<file path="config.mk">
export PLATFORM = sky130hd
export DESIGN_NAME = fdc_core
export DESIGN_NICKNAME = d
export VERILOG_FILES = /design/src/design/fdc_pkg.sv /design/src/design/fdc_core.sv
export SDC_FILE = /design/constraint.sdc
export NUM_CORES = 1
export LEC_CHECK = 0
export ABC_CLOCK_PERIOD_IN_PS = 6000
export BUFFER_PORTS_ARGS = -buffer_cell sky130_fd_sc_hd__buf_2
export CORE_MARGIN = 2
export CORE_UTILIZATION = 55
export CTS_BUF_LIST = sky130_fd_sc_hd__clkbuf_4
export DETAILED_ROUTE_END_ITERATION = 12
export GPL_ROUTABILITY_DRIVEN = 0
export PLACE_DENSITY = 0.78
export SKIP_LAST_GASP = 1
export SYNTH_ARGS = -nofsm -noshare
export SYNTH_HDL_FRONTEND = slang
export SYNTH_SLANG_ARGS = --single-unit
export TNS_END_PERCENT = 50
</file>
<file path="constraint.sdc">
create_clock -name aclk -period 6 [get_ports aclk]
set_clock_uncertainty 0.1 [all_clocks]
set_input_delay 0.9 -clock aclk [delete_from_list [all_inputs] [get_ports aclk]]
set_output_delay 0.9 -clock aclk [all_outputs]
set_load 0.01 [all_outputs]
</file>
<file path="src/design/fdc_pkg.sv">
// fdc_pkg: types and constants for the floppy controller port model
// no dependencies
`timescale 1ns / 1ps
package fdc_pkg;
    typedef enum logic [1:0] {
        PH_IDLE = 2'd0,
        PH_CMD  = 2'd1,
        PH_EXEC = 2'd2,
        PH_RES  = 2'd3
    } phase_t;

    localparam logic [7:0] PORT_STATUS  = 8'h90;
    localparam logic [7:0] PORT_FIFO    = 8'h92;
    localparam logic [7:0] PORT_CONTROL = 8'h94;

    localparam logic [4:0] CMD_SPECIFY     = 5'h03;
    localparam logic [4:0] CMD_SENSE_DRIVE = 5'h04;
    localparam logic [4:0] CMD_WRITE_DATA  = 5'h05;
    localparam logic [4:0] CMD_READ_DATA   = 5'h06;
    localparam logic [4:0] CMD_RECAL       = 5'h07;
    localparam logic [4:0] CMD_SENSE_INT   = 5'h08;
    localparam logic [4:0] CMD_READ_ID     = 5'h0A;
    localparam logic [4:0] CMD_FORMAT      = 5'h0D;
    localparam logic [4:0] CMD_SEEK        = 5'h0F;

    localparam logic [1:0] CFG_CYL  = 2'd0;
    localparam logic [1:0] CFG_HEAD = 2'd1;
    localparam logic [1:0] CFG_SPT  = 2'd2;
    localparam logic [1:0] CFG_SIZE = 2'd3;

    localparam logic [7:0] DRIVE_TYPE = 8'h04;
    localparam logic [7:0] NO_RESULT  = 8'hFF;

    typedef struct packed {
        logic [7:0] cylinders;
        logic [1:0] heads;
        logic [7:0] sectors;
        logic [2:0] size_code;
    } geom_t;

    // total command length in bytes per command code, command byte included
    function automatic logic [3:0] cmd_length(input logic [4:0] code);
        case (code)
            CMD_SPECIFY:     cmd_length = 4'd3;
            CMD_SENSE_DRIVE: cmd_length = 4'd2;
            CMD_WRITE_DATA:  cmd_length = 4'd9;
            CMD_READ_DATA:   cmd_length = 4'd9;
            CMD_RECAL:       cmd_length = 4'd2;
            CMD_SENSE_INT:   cmd_length = 4'd1;
            CMD_READ_ID:     cmd_length = 4'd2;
            CMD_FORMAT:      cmd_length = 4'd6;
            CMD_SEEK:        cmd_length = 4'd3;
            default:         cmd_length = 4'd1;
        endcase
    endfunction

    function automatic logic [7:0] msr_value(input phase_t ph);
        case (ph)
            PH_IDLE: msr_value = 8'h80;
            PH_CMD:  msr_value = 8'h90;
            PH_EXEC: msr_value = 8'h10;
            default: msr_value = 8'hD0;
        endcase
    endfunction
endpackage

</file>
<file path="src/design/fdc_core.sv">
// fdc_core: command/result machine, one port request per cycle while req_en is high
// depends on fdc_pkg
`timescale 1ns / 1ps
module fdc_core #(
    parameter int COMMAND_DEPTH = 9,
    parameter int RESULT_DEPTH  = 7
) (
    input  logic           aclk,
    input  logic           aresetn,
    input  logic           req_en,
    input  logic           req_type,
    input  logic [7:0]     port_addr,
    input  logic [7:0]     write_data,
    input  fdc_pkg::geom_t geom,
    output logic [7:0]     rd_data,
    output logic           rd_hit
);
    import fdc_pkg::*;
    localparam int CW = $clog2(COMMAND_DEPTH + 1);

    phase_t     phase_reg, phase_next;
    logic [7:0] cmd_byte_reg, cmd_byte_next;
    logic [7:0] cbuf_reg [COMMAND_DEPTH];
    logic [7:0] cbuf_next [COMMAND_DEPTH];
    logic [CW-1:0] ccount_reg, ccount_next;
    logic [3:0] clen_reg, clen_next;
    logic [7:0] rbuf_reg [RESULT_DEPTH];
    logic [7:0] rbuf_next [RESULT_DEPTH];
    logic [2:0] ridx_reg, ridx_next;
    logic [2:0] rlen_reg, rlen_next;
    logic [7:0] st0_reg, st0_next;
    logic [7:0] pcn_reg, pcn_next;
    logic [1:0] drv_reg, drv_next;
    logic       head_reg, head_next;
    logic [7:0] ctrl_reg, ctrl_next;
    logic [2:0] intp_reg, intp_next;

    logic [7:0] p1, p2, p3, p4, p5, code_byte, st_new, sm1;
    logic       run, rw_bad;

    always_comb begin
        phase_next = phase_reg; cmd_byte_next = cmd_byte_reg; cbuf_next = cbuf_reg;
        ccount_next = ccount_reg; clen_next = clen_reg; rbuf_next = rbuf_reg;
        ridx_next = ridx_reg; rlen_next = rlen_reg; st0_next = st0_reg;
        pcn_next = pcn_reg; drv_next = drv_reg; head_next = head_reg;
        ctrl_next = ctrl_reg; intp_next = intp_reg;
        rd_data = 8'h00; rd_hit = 1'b1; run = 1'b0;
        code_byte = cmd_byte_reg;
        if (port_addr == PORT_STATUS) begin
            if (!req_type) rd_data = msr_value(phase_reg);
        end else if (port_addr == PORT_FIFO) begin
            if (req_type) begin
                if (phase_reg == PH_IDLE || phase_reg == PH_RES) begin
                    cmd_byte_next = write_data;
                    code_byte = write_data;
                    cbuf_next[0] = write_data;
                    ccount_next = CW'(1);
                    clen_next = cmd_length(write_data[4:0]);
                    if (cmd_length(write_data[4:0]) == 4'd1) run = 1'b1;
                    else phase_next = PH_CMD;
                end else if (phase_reg == PH_CMD) begin
                    if (ccount_reg < CW'(COMMAND_DEPTH)) begin
                        for (int i = 0; i < COMMAND_DEPTH; i++)
                            if (ccount_reg == CW'(i)) cbuf_next[i] = write_data;
                        ccount_next = ccount_reg + CW'(1);
                    end
                    if ({{(8-CW){1'b0}}, ccount_next} >= {4'd0, clen_reg}) run = 1'b1;
                end
            end else begin
                if (phase_reg == PH_RES && ridx_reg < rlen_reg &&
                    {5'd0, ridx_reg} < 8'(RESULT_DEPTH)) begin
                    rd_data = rbuf_reg[ridx_reg];
                    ridx_next = ridx_reg + 3'd1;
                    if (ridx_next >= rlen_reg) phase_next = PH_IDLE;
                end else begin
                    rd_data = NO_RESULT;
                end
            end
        end else if (port_addr == PORT_CONTROL) begin
            if (req_type) begin
                ctrl_next = write_data;
                if (ctrl_reg[7] && !write_data[7]) begin
                    phase_next = PH_IDLE; ccount_next = '0; ridx_next = 3'd0;
                    rlen_next = 3'd0; st0_next = 8'hC0; intp_next = 3'd4;
                end
            end else begin
                rd_data = DRIVE_TYPE;
            end
        end else begin
            rd_hit = 1'b0;
        end

        p1 = cbuf_next[1]; p2 = cbuf_next[2]; p3 = cbuf_next[3];
        p4 = cbuf_next[4]; p5 = cbuf_next[5];
        sm1 = p4 - 8'd1;
        rw_bad = (p5 != {5'd0, geom.size_code}) || (p4 == 8'd0) ||
                 (p2 >= geom.cylinders) || ({1'b0, p3[0]} >= geom.heads) ||
                 (sm1 >= geom.sectors);
        st_new = {5'd0, p1[2], drv_reg};
        if (run) begin
            ridx_next = 3'd0;
            rlen_next = 3'd0;
            case (code_byte[4:0])
                CMD_SPECIFY: ;
                CMD_SENSE_DRIVE: begin
                    rbuf_next[0] = {2'b00, 1'b1, (pcn_reg == 8'd0), 1'b0, p1[2:0]};
                    rlen_next = 3'd1;
                end
                CMD_WRITE_DATA, CMD_READ_DATA: begin
                    rlen_next = 3'd7;
                    if (rw_bad) begin
                        rbuf_next[0] = {2'b01, st0_reg[5:0]};
                        rbuf_next[1] = 8'h04; rbuf_next[2] = 8'h00;
                        rbuf_next[3] = pcn_reg; rbuf_next[4] = {7'd0, head_reg};
                        rbuf_next[5] = 8'h01; rbuf_next[6] = 8'h00;
                    end else begin
                        st0_next = st_new;
                        rbuf_next[0] = st_new; rbuf_next[1] = 8'h00; rbuf_next[2] = 8'h00;
                        rbuf_next[3] = p2; rbuf_next[4] = {7'd0, p3[0]};
                        rbuf_next[5] = p4 + 8'd1; rbuf_next[6] = p5;
                    end
                end
                CMD_RECAL: begin
                    pcn_next = 8'd0; drv_next = p1[1:0];
                    st0_next = {6'b001000, p1[1:0]}; intp_next = 3'd1;
                end
                CMD_SENSE_INT: begin
                    if (intp_reg != 3'd0) intp_next = intp_reg - 3'd1;
                    else st0_next = 8'h80;
                    rbuf_next[0] = (intp_reg != 3'd0) ? st0_reg : 8'h80;
                    rbuf_next[1] = pcn_reg;
                    rlen_next = 3'd2;
                end
                CMD_READ_ID, CMD_FORMAT: begin
                    st0_next = st_new;
                    rbuf_next[0] = st_new; rbuf_next[1] = 8'h00; rbuf_next[2] = 8'h00;
                    rbuf_next[3] = pcn_reg; rbuf_next[4] = {7'd0, p1[0]};
                    rbuf_next[5] = 8'h01;
                    rbuf_next[6] = (code_byte[4:0] == CMD_READ_ID) ?
                                   {5'd0, geom.size_code} : p2;
                    rlen_next = 3'd7;
                end
                CMD_SEEK: begin
                    drv_next = p1[1:0]; head_next = p1[2]; pcn_next = p2;
                    st0_next = {5'b00100, p1[2], p1[1:0]}; intp_next = 3'd1;
                end
                default: begin
                    rbuf_next[0] = 8'h80;
                    rlen_next = 3'd1;
                end
            endcase
            phase_next = (rlen_next != 3'd0) ? PH_RES : PH_IDLE;
        end
    end

    always_ff @(posedge aclk) begin
        if (!aresetn) begin
            phase_reg <= PH_IDLE; cmd_byte_reg <= '0; ccount_reg <= '0; clen_reg <= '0;
            ridx_reg <= '0; rlen_reg <= '0; st0_reg <= '0; pcn_reg <= '0;
            drv_reg <= '0; head_reg <= 1'b0; ctrl_reg <= '0; intp_reg <= '0;
            for (int i = 0; i < COMMAND_DEPTH; i++) cbuf_reg[i] <= '0;
            for (int i = 0; i < RESULT_DEPTH; i++) rbuf_reg[i] <= '0;
        end else if (req_en) begin
            phase_reg <= phase_next; cmd_byte_reg <= cmd_byte_next;
            ccount_reg <= ccount_next; clen_reg <= clen_next;
            ridx_reg <= ridx_next; rlen_reg <= rlen_next; st0_reg <= st0_next;
            pcn_reg <= pcn_next; drv_reg <= drv_next; head_reg <= head_next;
            ctrl_reg <= ctrl_next; intp_reg <= intp_next;
            cbuf_reg <= cbuf_next; rbuf_reg <= rbuf_next;
        end
    end
endmodule

</file>
==> results.json <==
{
  "status": "complete, no violations",
  "syn-num-nets": 1013,
  "numCtsBuffers": 17,
  "die_w_um": 119,
  "wl_per_cell_um": 17.7,
  "ys_warn_count": 0,
  "tightest_slew_ps": 979,
  "cp-end-kind": "flop",
  "clock_path_buffers": 2,
  "first_global_vias": 6497,
  "start_kind": "flop",
  "ys_top_cells_by_area": "dfxtp_1 (31%), ha_1 (7.8%), nor2_1 (5.3%), mux2i_1 (5.0%), a21oi_1 (4.7%)",
  "ys_seq_area_frac": 0.312,
  "synth-edff-count": 0,
  "drtIter0Drc": 757,
  "synth_top_cell_area_share": 0.312,
  "hold_slack_ps": 348,
  "grt_overflow": 0,
  "die_area_sq_um": 14100,
  "rsz0062_at_grt": "no",
  "synth_async_sr_flop_share": 0,
  "coreArea_sq_um": 12700,
  "wl_um": 20200,
  "drive_above_1_share": 0.132,
  "ys_types": 67,
  "antenna_found_initial": 1,
  "yosys.area.top_type": "dfxtp_1",
  "rows": 41,
  "slowest_stage": "ha_1",
  "cts_tree": "done",
  "worstHoldPathType": "flop to flop",
  "finalSetupTns_ps": 0,
  "p_leak_nw": 3.10,
  "grt.total_usage": 0.294,
  "setup_viol": 0,
  "crit_type": "flop to flop",
  "final_antenna_net_count": 0,
  "drtPass1Iterations": 6,
  "slew_violations": 0,
  "fill_cells": 1210,
  "cts_root_buffer": "clkbuf_4",
  "post_cts_buffers": 0,
  "io_pins": 50,
  "period_share": 0.870,
  "clkLatencyLatePin_ps": 570,
  "largest_register_ffs": 41,
  "synth.most_common_cell": "dfxtp_1",
  "syn_area_per_cell_sq_um": 7.81,
  "nets": 1043,
  "synth_ff_type": "dfxtp_1",
  "peakVddDrop_uv": 128,
  "holdBufCountCts": 0,
  "relSlewSlack": 0.347,
  "ctsHtreeMaxLevel": 4,
  "fmax_mhz": 192,
  "synth_common_cells": "dfxtp_1 (113), nor2_1 (102), nand2_1 (77), a21oi_1 (68), nand3_1 (55)",
  "hold_viol_final": 0,
  "grt_start_max_net_pins": 57,
  "portBuffers": 49,
  "period_minus_slack_ps": 5220,
  "cts.sinks": 113,
  "fp.dieH_um": 119,
  "synthCells": 927,
  "syn-cell-area_sq_um": 7240,
  "worstPathArrival_ps": 5630,
  "cts.clk_slew.worst_paths_ps": 110,
  "drv_cap": 0,
  "cts_resized": 0,
  "crit_chain": "inv_1 > ha_1 > nand4b_1 > nor4_4 > buf_4 > mux2i_1 > nand3b_1 > xor2_1 > ha_1 > a211oi_1 > o311ai_0 > nor2_1 > nand3_1 > nor2_2 > and2_1 > nand3_1 > a21oi_1",
  "routed_via_density": 6.16,
  "critPathMaxFanout": 13,
  "initial_utilization": 0.569,
  "dp_hpwl_um": 14500,
  "route.detailed.drc": 0,
  "grt_first_pass_wirelength_um": 33400,
  "cp_slowest_stage_delay_ps": 550,
  "power.density_nw_per_um2": 200,
  "num_vias": 7036,
  "synth_seq_cells": 113,
  "area_delta_synth_final_pct": 9.40,
  "cp.required_ps": 6410
}
==> stage by stage <==
stage                     worst slack (ps)   util  power (mW)  cell area (sq um)  instances
after floorplan                        708      -       0.886               7240        927
after global placement                 568  0.597       0.939               7600       1110
after detailed placement               460  0.597       0.941               7600       1110
after CTS                              881  0.623        1.59               7920       1142
after global routing                   348  0.623        1.64               7920       1143
final                                  778  0.623        1.58               7920       1143
==> cell type report <==
class,instances,area (sq um),share of cell area
Multi-Input combinational cell,705,4540,0.573
Sequential cell,113,2260,0.285
Timing Repair Buffer,67,380,0.0480
Tap cell,172,215,0.0272
Inverter,53,199,0.0251
Clock inverter,14,189,0.0238
Clock buffer,18,135,0.0171
Antenna cell,1,2.50,0.000316
==> per-layer routing <==
layer	track usage	wire length [um]	vias to the layer above
met2	0.472	9410	283
met1	0.399	9020	3305
met5	0	0	-
li1	-	-	3414
met3	0.0584	1400	34
met4	0.0908	396	0
==> logic make-up (layout without fill, tap and decap cells) <==
| family | count (synthesis) | after routing | share of synthesized area |
|---|---|---|---|
| AND/OR/NAND/NOR | 379 | 379 | 0.262 |
| AO/OA/AOI/OAI | 206 | 206 | 0.181 |
| other | 0 | 1 | 0 |
| XOR/XNOR | 20 | 20 | 0.0242 |
| adder cells (fa/ha/maj) | 45 | 45 | 0.0777 |
| flip-flops | 113 | 113 | 0.312 |
| buffers and inverters | 109 | 152 | 0.0611 |
| multiplexers | 55 | 55 | 0.0808 |
==> layout by cell type, fill, tap and decap left out, types with 24 or more instances in the layout <==
cell        n
nor2_1    101
mux2i_1    36
o21ai_0    40
a21oi_1    68
dfxtp_1   113
nand2_1    77
buf_2      49
nand3_1    55
ha_1       45
inv_1      51
nor3_1     39
a211oi_1   24
==> where the power goes <==
| group | leakage (nW) | internal (mW) | total [mW] | switching [mW] |
|---|---|---|---|---|
| sequential | 0.913 | 0.757 | 0.763 | 0.00560 |
| clock | 0.160 | 0.333 | 0.658 | 0.325 |
| combinational | 2.03 | 0.0597 | 0.164 | 0.104 |
| total | 3.10 | 1.15 | 1.58 | 0.434 |
==> final timing paths <==
kind,from,endpoint,slack (ps),depth (start not counted)
setup / recovery,phase_reg[0]$_SDFFE_PN0P_,rbuf_reg[2]$_SDFFE_PN0P_,780,17
setup reg to reg,phase_reg[0]$_SDFFE_PN0P_,rbuf_reg[2]$_SDFFE_PN0P_,780,17
hold / removal,st0_reg[4]$_SDFFE_PN0P_,st0_reg[4]$_SDFFE_PN0P_,350,2
hold reg to reg,st0_reg[4]$_SDFFE_PN0P_,st0_reg[4]$_SDFFE_PN0P_,350,2
==> worst max-delay path, delay by kind of cell (launching register included) <==
kind            cells  cell delay (ps)
compound gates      3              560
xor+xnor            1              170
fa+ha+maj           2              760
buf+inv             2              390
flops               1              430
mux                 1              510
simple gates        8             2240
Note: power is estimated with default switching activity, not from simulation.
